## src/bli_pkg.sv

```systemverilog
`timescale 1ns / 1ps
// ----------------------------------------------------------------------------
// bli_pkg
// Shared constants, types and helpers for the bounded list block.
// ----------------------------------------------------------------------------
package bli_pkg;

    localparam int CAPACITY = 32;
    localparam int AW       = (CAPACITY > 1) ? $clog2(CAPACITY) : 1;
    localparam int CW       = $clog2(CAPACITY + 1);
    localparam int DW       = 64;

    typedef enum logic [1:0] {
        OP_INS_FRONT = 2'd0,
        OP_INS_BACK  = 2'd1,
        OP_DELETE    = 2'd2,
        OP_NOP       = 2'd3
    } t_opcode;

    // controller -> datapath
    typedef struct packed {
        logic load;   // capture the input beat
        logic apply;  // perform the list update
        logic read;   // issue one ordered read
        logic empty;  // emit the empty-list beat
    } t_dp_cmd;

    // datapath -> controller
    typedef struct packed {
        logic post_empty; // list is empty after the pending update
        logic read_last;  // current read is the final entry
    } t_dp_stat;

    // circular add, both operands below CAPACITY
    function automatic logic [AW-1:0] wrap_add(input logic [AW-1:0] a,
                                               input logic [AW-1:0] b);
        logic [AW:0] s;
        s = {1'b0, a} + {1'b0, b};
        if (s >= (AW + 1)'(CAPACITY)) begin
            s = s - (AW + 1)'(CAPACITY);
        end
        return s[AW-1:0];
    endfunction

endpackage

```

## src/bli_ctrl.sv

```systemverilog
`timescale 1ns / 1ps
// ----------------------------------------------------------------------------
// bli_ctrl
// Sequencer: accept, update, ordered read-out of the list.
// ----------------------------------------------------------------------------
module bli_ctrl import bli_pkg::*; (
    input  logic     i_clk,
    input  logic     i_rst_n,
    input  logic     start,
    output logic     busy,
    input  t_dp_stat i_stat,
    output t_dp_cmd  o_cmd
);

    typedef enum logic [3:0] {
        S_IDLE  = 4'b0001,
        S_EXEC  = 4'b0010,
        S_READ  = 4'b0100,
        S_EMPTY = 4'b1000
    } t_state;

    t_state r_state, n_state;

    always_ff @(posedge i_clk) begin
        if (!i_rst_n) begin
            r_state <= S_IDLE;
        end else begin
            r_state <= n_state;
        end
    end

    always_comb begin
        n_state = r_state;
        o_cmd   = '0;
        case (r_state)
            S_IDLE: begin
                if (start) begin
                    o_cmd.load = 1'b1;
                    n_state    = S_EXEC;
                end
            end
            S_EXEC: begin
                o_cmd.apply = 1'b1;
                n_state     = i_stat.post_empty ? S_EMPTY : S_READ;
            end
            S_READ: begin
                o_cmd.read = 1'b1;
                if (i_stat.read_last) begin
                    n_state = S_IDLE;
                end
            end
            S_EMPTY: begin
                o_cmd.empty = 1'b1;
                n_state     = S_IDLE;
            end
            default: begin
                n_state = S_IDLE;
            end
        endcase
    end

    assign busy = (r_state != S_IDLE);

endmodule

```

## src/bli_dp.sv

```systemverilog
`timescale 1ns / 1ps
// ----------------------------------------------------------------------------
// bli_dp
// Circular entry store, head/count, read-out and delete compaction.
// ----------------------------------------------------------------------------
module bli_dp import bli_pkg::*; (
    input  logic                 i_clk,
    input  logic                 i_rst_n,
    input  t_dp_cmd              i_cmd,
    output t_dp_stat             o_stat,
    input  logic [1:0]           i_opcode,
    input  logic signed [DW-1:0] i_data_word,
    output logic                 o_result_valid,
    output logic signed [DW-1:0] o_list_value,
    output logic                 o_is_last,
    output logic                 o_list_empty,
    output logic                 o_insert_dropped
);

    logic [DW-1:0] r_mem [CAPACITY];

    logic [AW-1:0] r_head, n_head;
    logic [CW-1:0] r_count, n_count;
    logic [1:0]    r_op;
    logic [DW-1:0] r_word;
    logic [AW-1:0] r_j;
    logic [AW-1:0] r_pos, n_pos;
    logic          r_del_en, n_del_en;
    logic          r_dropped, n_dropped;

    logic          r_out_vld, r_out_last, r_out_empty;
    logic [DW-1:0] r_rd_data;
    logic          r_wb_en;
    logic [AW-1:0] r_wb_addr;

    logic          ap_we;
    logic [AW-1:0] ap_addr;
    logic          full, del_ok;
    logic [AW-1:0] head_dec, src_j, rd_addr;
    logic          j_last, wb_cond;

    assign full     = (r_count == CW'(CAPACITY));
    assign head_dec = (r_head == '0) ? AW'(CAPACITY - 1) : (r_head - 1'b1);
    assign del_ok   = (r_word[DW-1:CW] == '0) && (r_word[CW-1:0] < r_count);

    // list update for the captured item
    always_comb begin
        n_head    = r_head;
        n_count   = r_count;
        n_pos     = r_pos;
        n_del_en  = 1'b0;
        n_dropped = 1'b0;
        ap_we     = 1'b0;
        ap_addr   = r_head;
        case (t_opcode'(r_op))
            OP_INS_FRONT: begin
                if (full) begin
                    n_dropped = 1'b1;
                end else begin
                    n_head  = head_dec;
                    ap_we   = 1'b1;
                    ap_addr = head_dec;
                    n_count = r_count + 1'b1;
                end
            end
            OP_INS_BACK: begin
                if (full) begin
                    n_dropped = 1'b1;
                end else begin
                    ap_we   = 1'b1;
                    ap_addr = wrap_add(r_head, r_count[AW-1:0]);
                    n_count = r_count + 1'b1;
                end
            end
            OP_DELETE: begin
                if (del_ok) begin
                    n_del_en = 1'b1;
                    n_pos    = r_word[AW-1:0];
                    n_count  = r_count - 1'b1;
                end
            end
            default: begin
            end
        endcase
    end

    // read-out: past the deleted slot, read one ahead and write back one down
    assign wb_cond = r_del_en && (r_j >= r_pos);
    assign src_j   = wb_cond ? (r_j + 1'b1) : r_j;
    assign rd_addr = wrap_add(r_head, src_j);
    assign j_last  = (({1'b0, r_j} + 1'b1) == (AW + 1)'(r_count));

    assign o_stat.post_empty = (n_count == '0);
    assign o_stat.read_last  = j_last;

    always_ff @(posedge i_clk) begin
        if (!i_rst_n) begin
            r_head    <= '0;
            r_count   <= '0;
            r_out_vld <= 1'b0;
            r_wb_en   <= 1'b0;
            r_del_en  <= 1'b0;
        end else begin
            r_out_vld <= i_cmd.read | i_cmd.empty;
            r_wb_en   <= i_cmd.read & wb_cond;
            if (i_cmd.apply) begin
                r_head   <= n_head;
                r_count  <= n_count;
                r_del_en <= n_del_en;
            end
        end
    end

    always_ff @(posedge i_clk) begin
        if (i_cmd.load) begin
            r_op   <= i_opcode;
            r_word <= i_data_word;
        end
        if (i_cmd.apply) begin
            r_pos     <= n_pos;
            r_dropped <= n_dropped;
            r_j       <= '0;
        end
        if (i_cmd.read) begin
            r_j        <= r_j + 1'b1;
            r_wb_addr  <= wrap_add(r_head, r_j);
            r_out_last <= j_last;
        end
        if (i_cmd.read | i_cmd.empty) begin
            r_out_empty <= i_cmd.empty;
        end
        if (i_cmd.empty) begin
            r_out_last <= 1'b1;
        end
    end

    // entry store: one write port, one registered read port
    always_ff @(posedge i_clk) begin
        if (r_wb_en && r_out_vld) begin
            r_mem[r_wb_addr] <= r_rd_data;
        end else if (i_cmd.apply && ap_we) begin
            r_mem[ap_addr] <= r_word;
        end
    end

    always_ff @(posedge i_clk) begin
        if (i_cmd.read) begin
            r_rd_data <= r_mem[rd_addr];
        end
    end

    assign o_result_valid   = r_out_vld;
    assign o_list_value     = r_out_empty ? '0 : $signed(r_rd_data);
    assign o_is_last        = r_out_last;
    assign o_list_empty     = r_out_empty;
    assign o_insert_dropped = r_dropped;

endmodule

```

## src/bounded_list_insert_delete.sv

```systemverilog
`timescale 1ns / 1ps
// ----------------------------------------------------------------------------
// bounded_list_insert_delete
// Bounded ordered list of signed 64-bit values with insert/append/delete.
// ----------------------------------------------------------------------------
// An item is taken when start is high and busy is low. After the update the
// block streams the whole list front to back, one beat per cycle on
// o_result_valid, with o_is_last on the final beat; an empty list gives one
// beat with o_list_empty set and a zero value. Beats cannot be held off, so
// the receiver must take every one in the cycle it appears. Each item takes
// one update step and then one read per entry of the updated list (one
// empty beat instead when the list ends up empty), paced by the single
// read port of the entry store. The last beat shows in the cycle busy drops,
// so a new item can be accepted alongside it. A delete is folded into the
// read-out: entries past the removed slot are read one ahead and written
// back one place down, so it costs nothing extra. Inserts into a full list
// leave it unchanged and raise o_insert_dropped on every beat of that item.
// Delete positions that are negative or not below the entry count are
// ignored. The store needs no clearing after reset: only slots below the
// entry count are ever read.
// ----------------------------------------------------------------------------
module bounded_list_insert_delete import bli_pkg::*; (
    input  logic                 i_clk,
    input  logic                 i_rst_n,
    input  logic                 start,
    output logic                 busy,
    input  logic [1:0]           i_opcode,
    input  logic signed [DW-1:0] i_data_word,
    output logic                 o_result_valid,
    output logic signed [DW-1:0] o_list_value,
    output logic                 o_is_last,
    output logic                 o_list_empty,
    output logic                 o_insert_dropped
);

    // controller/datapath handoff
    t_dp_cmd  dp_cmd;
    t_dp_stat dp_stat;

    // sequencer: IDLE -> EXEC -> READ (N beats) or EMPTY -> IDLE
    bli_ctrl u_ctrl (
        .i_clk   (i_clk),
        .i_rst_n (i_rst_n),
        .start   (start),
        .busy    (busy),
        .i_stat  (dp_stat),
        .o_cmd   (dp_cmd)
    );

    // circular store with head pointer and entry count
    bli_dp u_dp (
        .i_clk            (i_clk),
        .i_rst_n          (i_rst_n),
        .i_cmd            (dp_cmd),
        .o_stat           (dp_stat),
        .i_opcode         (i_opcode),
        .i_data_word      (i_data_word),
        .o_result_valid   (o_result_valid),
        .o_list_value     (o_list_value),
        .o_is_last        (o_is_last),
        .o_list_empty     (o_list_empty),
        .o_insert_dropped (o_insert_dropped)
    );

endmodule

```

## config.mk

```make
export PLATFORM = sky130hd
export DESIGN_NAME = bounded_list_insert_delete
export DESIGN_NICKNAME = d
export VERILOG_FILES = /design/src/bli_pkg.sv /design/src/bli_ctrl.sv /design/src/bli_dp.sv /design/src/bounded_list_insert_delete.sv
export SDC_FILE = /design/constraint.sdc
export NUM_CORES = 2
export LEC_CHECK = 0
export BUFFER_PORTS_ARGS = -buffer_cell sky130_fd_sc_hd__buf_2
export CORE_MARGIN = 3
export CORE_UTILIZATION = 40
export CTS_CLUSTER_DIAMETER = 40
export DETAILED_ROUTE_END_ITERATION = 6
export HOLD_SLACK_MARGIN = 0.08
export MAX_ROUTING_LAYER = met4
export PLACE_DENSITY = 0.55
export SETUP_SLACK_MARGIN = 0.2
export SYNTH_ARGS = -nofsm -noshare
export SYNTH_HDL_FRONTEND = slang
export SYNTH_SLANG_ARGS = --single-unit
```

## constraint.sdc

```tcl
create_clock -name i_clk -period 6.88 [get_ports i_clk]
set_clock_uncertainty 0.15 [all_clocks]
set_input_delay 0.344 -clock i_clk [delete_from_list [all_inputs] [get_ports i_clk]]
set_output_delay 0.344 -clock i_clk [all_outputs]
set_load 0.01 [all_outputs]
```

* Word-level counts from Yosys, hierarchy flattened
Memories as Yosys holds them, arrays and structs flattened. A register that Yosys moved wholly into a read port is not among the register bits.
Index checks and enable logic that the tools add are counted.
** Storage, ports and cells
- Bits in registers :: 102
- Memory bits (writable) :: 2048
- Logic and storage cells :: 94
- Memories kept :: 1
** Memories
- u_dp.r_mem :: words 32, bits a word 64, read ports 1, clocked after memory_dff 1, write ports 1, line bli_dp.sv:20 : logic [DW-1:0] r_mem [CAPACITY];
** Operators by class
- $add $sub $neg :: 11
- $lt $le $gt $ge :: 5
- Equal/unequal tests :: 11
- Muxes and demuxes :: 36
- Bitwise logic cells :: 2
- Reduce and logical (&&, ||, !) cells :: 14
** Operators with widths (number)
- 64-bit 2-to-1 mux :: 2
- 64-bit OR reduction :: 1
- 58-bit zero test :: 1
- 5-bit 2-to-1 mux :: 10
- 5-bit by 1-bit subtractor with 5-bit output, second input constant :: 4
- 5-bit by 5-bit adder with 6-bit output :: 3
- 6-bit greater-or-equal comparator, second input constant :: 3
- 1-bit 2-to-1 mux :: 16
- 4-bit 2-to-1 mux :: 3
- 6-bit 2-to-1 mux :: 2
- 4-bit case mux with 3 select lines :: 1
- 6-bit case mux with 2 select lines :: 1
- 5-bit case mux with 2 select lines :: 1
- 5-bit by 1-bit adder with 6-bit output, second input constant :: 1
- 6-bit by 1-bit adder with 6-bit output, second input constant :: 1
- 6-bit == test :: 1
- 6-bit == test, second input constant :: 1
- 6-bit zero test :: 1
- 6-bit < comparator :: 1
- 6-bit by 1-bit subtractor with 6-bit output, second input constant :: 1
- 5-bit by 1-bit adder with 5-bit output, second input constant :: 1
- 5-bit greater-or-equal comparator :: 1
- 5-bit zero test :: 1
- 4-bit by 1-bit == test with 1-bit output, second input constant :: 1
- 16 further kinds :: 20

* Logic depth before layout (Yosys ltp)
- Depth in word-level cells :: 9
- Mapped depth :: 18

* Modules after synthesis
Synthesis repeated with hierarchy kept, for this count alone.
** Unflattened totals
- Cell total of the unflattened synthesis :: 4344
- Area, all modules :: 86710.7 um^2
** By module, submodules not included
- bli_dp :: instances 1, cells each 4322, area an instance 86490.5 um^2
- bli_ctrl :: instances 1, cells each 22, area an instance 220.2 um^2

* Worst setup path before layout
Ideal clock, no wire load.
- Path kind :: flip-flop to flip-flop
- Start point :: register u_dp.r_head[0]
- End point :: memory u_dp.r_mem[30][0], enable pin
- Setup time :: 487 ps
- Data arrival time :: 4825 ps
- Slack :: 1419 ps
- Stages on the path, launching flop included :: 12
- Path buffers :: 0
- Period minus slack after synthesis :: 5461 ps
- Path through :: dfxtp_1 -> ha_1 -> inv_1 -> fa_1 -> nor2b_1 -> o21ai_0 -> and4_1 -> o31ai_1 -> xnor2_1 -> a21oi_1 -> nand2_1 -> nor2_1
** On the way
- Longest elaborated chain between the ends :: 6
- Elaborated cells on any way between the ends :: 11
- Those cells by class :: add/sub (3); order compare (1); mux (6); reduce/logical (1)
** Ends and longest elaborated chain
- start: declaration :: line bli_dp.sv:22 : logic [AW-1:0] r_head, n_head;
- start signal: assignment :: line bli_dp.sv:107 : r_head <= n_head;
- 5-bit by 5-bit adder with 6-bit output :: line bli_pkg.sv:38 : s = {1'b0, a} + {1'b0, b};
- 5-bit by 1-bit subtractor with 5-bit output or 6-bit greater-or-equal comparator (tied branches) :: line bli_pkg.sv:40, bli_pkg.sv:39
- 5-bit 2-to-1 mux :: line bli_pkg.sv:39 : if (s >= (AW + 1)'(CAPACITY)) begin
- 5-bit 2-to-1 mux :: line bli_dp.sv:67 : if (full) begin
- 5-bit case mux with 2 select lines * :: line bli_dp.sv:55 : case (t_opcode'(r_op))
- 5-bit 2-to-1 mux (no source line) *
- end: declaration :: line bli_dp.sv:20
Mark *: on every way between the ends. The rest lies on a longest branch, timed or not.

* Worst setup path after layout
- Start point :: register u_dp.r_j[0]
- End point :: register u_dp.r_rd_data[18] (read register of u_dp.r_mem) (data pin)
** On the way
- Longest elaborated chain between the ends :: 6
- Elaborated cells on any way between the ends :: 8
- Those cells by class :: add/sub (3); order compare (2); mux (2); reduce/logical (1)
** Ends and longest elaborated chain
- start: declaration :: line bli_dp.sv:26 : logic [AW-1:0] r_j;
- start signal: assignment :: line bli_dp.sv:125 : r_j <= r_j + 1'b1;
- 5-bit greater-or-equal comparator :: line bli_dp.sv:88 : assign wb_cond = r_del_en && (r_j >= r_pos);
- 1-bit logical AND :: line bli_dp.sv:88
- 5-bit 2-to-1 mux * :: line bli_dp.sv:89 : assign src_j = wb_cond ? (r_j + 1'b1) : r_j;
- 5-bit by 5-bit adder with 6-bit output * :: line bli_pkg.sv:38
- 5-bit by 1-bit subtractor with 5-bit output or 6-bit greater-or-equal comparator (tied branches) :: line bli_pkg.sv:40, bli_pkg.sv:39
- 5-bit 2-to-1 mux * :: line bli_pkg.sv:39
- end: declaration :: line bli_dp.sv:32 : logic [DW-1:0] r_rd_data;
Marks and branches as above.
A chain may end at the register's enable or synchronous reset.

==> results.json <==
{
  "finalSetupViolCount": 0,
  "yosysUniqueCellTypes": 59,
  "final_cell_mix": "2195 x edfxtp_1, 512 x mux4_2, 348 x clkbuf_16, 273 x a21oi_1, 263 x nor3_1",
  "clock_latency_ns": 0.94,
  "dp_hpwl_mm": 122,
  "root_buffer": "clkbuf_16",
  "row_count": 171,
  "cts.clk_slew.worst_paths_ns": 0.05,
  "max_stage_delay_ns": 0.77,
  "dominantRegCellSynth": "edfxtp_1",
  "place_congestion": 0.758,
  "start_util": 0.404,
  "pre_cts_ws_ns": 1.60,
  "maxCapViolations": 0,
  "avgSynthCellArea_um2": 19.9,
  "ys_ff_latch": 2214,
  "p_leak_nw": 34.9,
  "drc": 0,
  "grt_max_degree": 121,
  "path_buf_inv": 2,
  "max_slew_margin": 0.252,
  "fin_crit_sh": 0.770,
  "p_per_area_nw_per_um2": 310,
  "r2r-start": "u_dp.r_j[0]",
  "synth_fp_nets": 4523,
  "setup_ws_ns": 1.58,
  "first_global_vias": 47418,
  "ant_nets": 0,
  "worstSetupStartpointType": "flop",
  "rrSetupSlack_ns": 1.58,
  "via_count": 47789,
  "syn2layout_area_growth_pct": 20.4,
  "cts_max_level": 5,
  "clock_path_buffers": 4,
  "tightest_slew_ns": 1.12,
  "pin_count": 138,
  "antenna_found_initial": 12,
  "path_delay_family": "compound AO/OA/AOI/OAI gates",
  "crit_arrival_ns": 5.88,
  "final_nets": 4989,
  "crit_path_start": "u_dp.r_j[0]",
  "drt_wl_total_mm": 262,
  "regArea_um2": 66300,
  "final_util": 0.487,
  "cp_num_cells": 17,
  "tns_ns": 0,
  "yosysWarnings": 0,
  "stdcell_count": 8016,
  "grt_usage": 0.237,
  "yosysSeqAreaShare": 0.751,
  "rsz0062_at_grt": "no",
  "dp.cells": 7263,
  "cp_cell_sequence": "inv_1 > ha_1 > nand2b_1 > a21o_1 > a21o_1 > a31o_4 > xnor2_1 > ha_4 > fa_4 > a21o_1 > a21oi_2 > xor2_1 > nand3_4 > buf_4 > a21oi_1 > o21ba_1 > nor4_2",
  "cp_slowest_cell": "buf_4",
  "cts_tree": "built",
  "dieWidth_um": 476,
  "die_h_um": 476,
  "crit_required_ns": 7.47,
  "syn_inst": 4425,
  "clock_sinks": 2214,
  "timing.rr.end": "u_dp.r_rd_data[18]",
  "drv_slew": 0,
  "synthArstFlopShare": 0,
  "cts_made_buffers": 341,
  "cts_setup_buffers": 0,
  "coreArea_um2": 218000,
  "netlist_area_um2": 88200,
  "worst_path_most_repeated_cell": "a21o_1",
  "endpoint_kind": "flop",
  "grt_pass1_wl_mm": 368,
  "drive_above_1_share": 0.315,
  "synth-edff-count": 2195,
  "reg2reg_depth": 17,
  "layout_commonest_cell": "edfxtp_1",
  "multiInputGateArea_um2": 20900,
  "critical_path_class": "flop to flop",
  "num-fill-cells": 17768,
  "critPathCapture": "u_dp.r_rd_data[18]",
  "design.die.area_um2": 226000,
  "vias_per_cell": 5.96,
  "hp-class": "flop to flop",
  "cp_max_fo": 61,
  "drt_pass1_iterations": 5,
  "wl_per_cell_um": 32.6,
  "first_iter_violations": 5508,
  "hold_viol": 0,
  "peakVddDrop_uv": 198,
  "overflow": 0,
  "io_buffer_count": 137,
  "fmax_mhz": 189,
  "min_period_ns": 5.30,
  "worstHoldStart": "u_dp.o_is_last",
  "outcome": "finished, final reports clean"
}
[metrics by stage]
stage | area (µm²) | hold WS (ns) | total power, mW
2_1_floorplan | 88200 | 0.256 | 15.4
3_3_place_gp | 93300 | 0.296 | 15.7
3_5_place_dp | 93300 | 0.301 | 15.7
4_1_cts | 106000 | 0.321 | 33.2
5_1_grt | 106000 | 0.346 | 33.8
6_report | 106000 | 0.313 | 32.9
[routing by layer]
| layer | share of wire | routed length [µm] | vias to the layer above | GRT usage |
|---|---|---|---|---|
| li1 | - | - | 19232 | - |
| met4 | 0.024 | 6250 | 0 | 0.0595 |
| met3 | 0.071 | 18500 | 429 | 0.0374 |
| met5 | 0 | 0 | - | - |
| met1 | 0.44 | 114000 | 26157 | 0.338 |
| met2 | 0.47 | 123000 | 1971 | 0.360 |
[cell families (layout without fill, tap and decap cells)]
family,Yosys count,in the layout,share of synthesized area
simple gates,753,753,0.0461
buf+inv,309,1037,0.0158
flops,2214,2214,0.751
mux,517,517,0.131
compound gates,572,572,0.0481
fa+ha+maj,29,29,0.00437
xor+xnor,31,31,0.00308
other cells,0,9,0
[flip-flops by register name, indices dropped and copies added, names as in the netlist, 5 cells and up]
signal and flops:
u_dp.r_mem 2048, u_dp.r_j 5, u_dp.r_word 64, u_dp.r_rd_data 64, u_dp.r_wb_addr 5, u_dp.r_head 5
u_dp.r_count 6, u_dp.r_pos 5
[worst register-to-register path: cells and delay by family, from the launching register on]
kind	cells	cell delay, ns
adder cells (fa/ha/maj)	3	0.92
AO/OA/AOI/OAI	7	1.46
AND/OR/NAND/NOR	3	0.84
flip-flops	1	0.50
buffers and inverters	2	0.94
XOR/XNOR	2	0.33
[timing repair]
action / in CTS / in global routing
endpoints found under the hold margin: 104 / 0
hold buffers: 139 / 0
gates resized for setup: 0 / 0
[Yosys cell counts (all sizes together) (3+ instances only)]
library cell,number,share of area
edfxtp,2195,0.75
mux4,512,0.13
a21oi,275,0.016
nor3,265,0.015
o21ba,255,0.029
nand2,230,0.0098
buf,151,0.0091
clkbuf,132,0.0056
nor4,81,0.010
nor2b,71,0.0050
nor2,62,0.0026
ha,26,0.0037
inv,26,0.0011
xnor2,22,0.0022
dfxtp,19,0.0043
nand3,11,0.00068
a21o,9,0.00077
o21ai,9,0.00055
xor2,9,0.00089
nand4,7,0.00050
and2,6,0.00043
and3,5,0.00035
nand2b,5,0.00035
a31oi,4,0.00028
mux2i,4,0.00045
o22ai,4,0.00028
and4,3,0.00030
fa,3,0.00068
[report_power, final]
| group | switching [mW] | internal, mW | total [mW] |
|---|---|---|---|
| combinational | 0.380 | 0.326 | 0.706 |
| clock | 6.36 | 11.1 | 17.5 |
| sequential | 0.0465 | 14.7 | 14.8 |
| total | 6.79 | 26.1 | 32.9 |
[layout make-up]
type / instances / area share
inverter: 26 / 0.000966
tap: 2854 / 0.0336
sequential: 2214 / 0.624
clock buffer: 373 / 0.0828
multi-input combinational: 1902 / 0.197
timing repair buffer: 406 / 0.0356
clock inverter: 232 / 0.0259
antenna: 9 / 0.000212
[worst min path at each step]
stage,depth (start not counted),to
final,1,u_dp.o_is_last
after global routing,1,u_dp.o_is_last
after CTS,1,u_dp.o_is_last
after detailed placement,1,u_dp.o_is_last
after global placement,1,u_dp.o_is_last
after floorplan,1,u_ctrl.r_state[0]
Power figures use the tool's default switching activity.
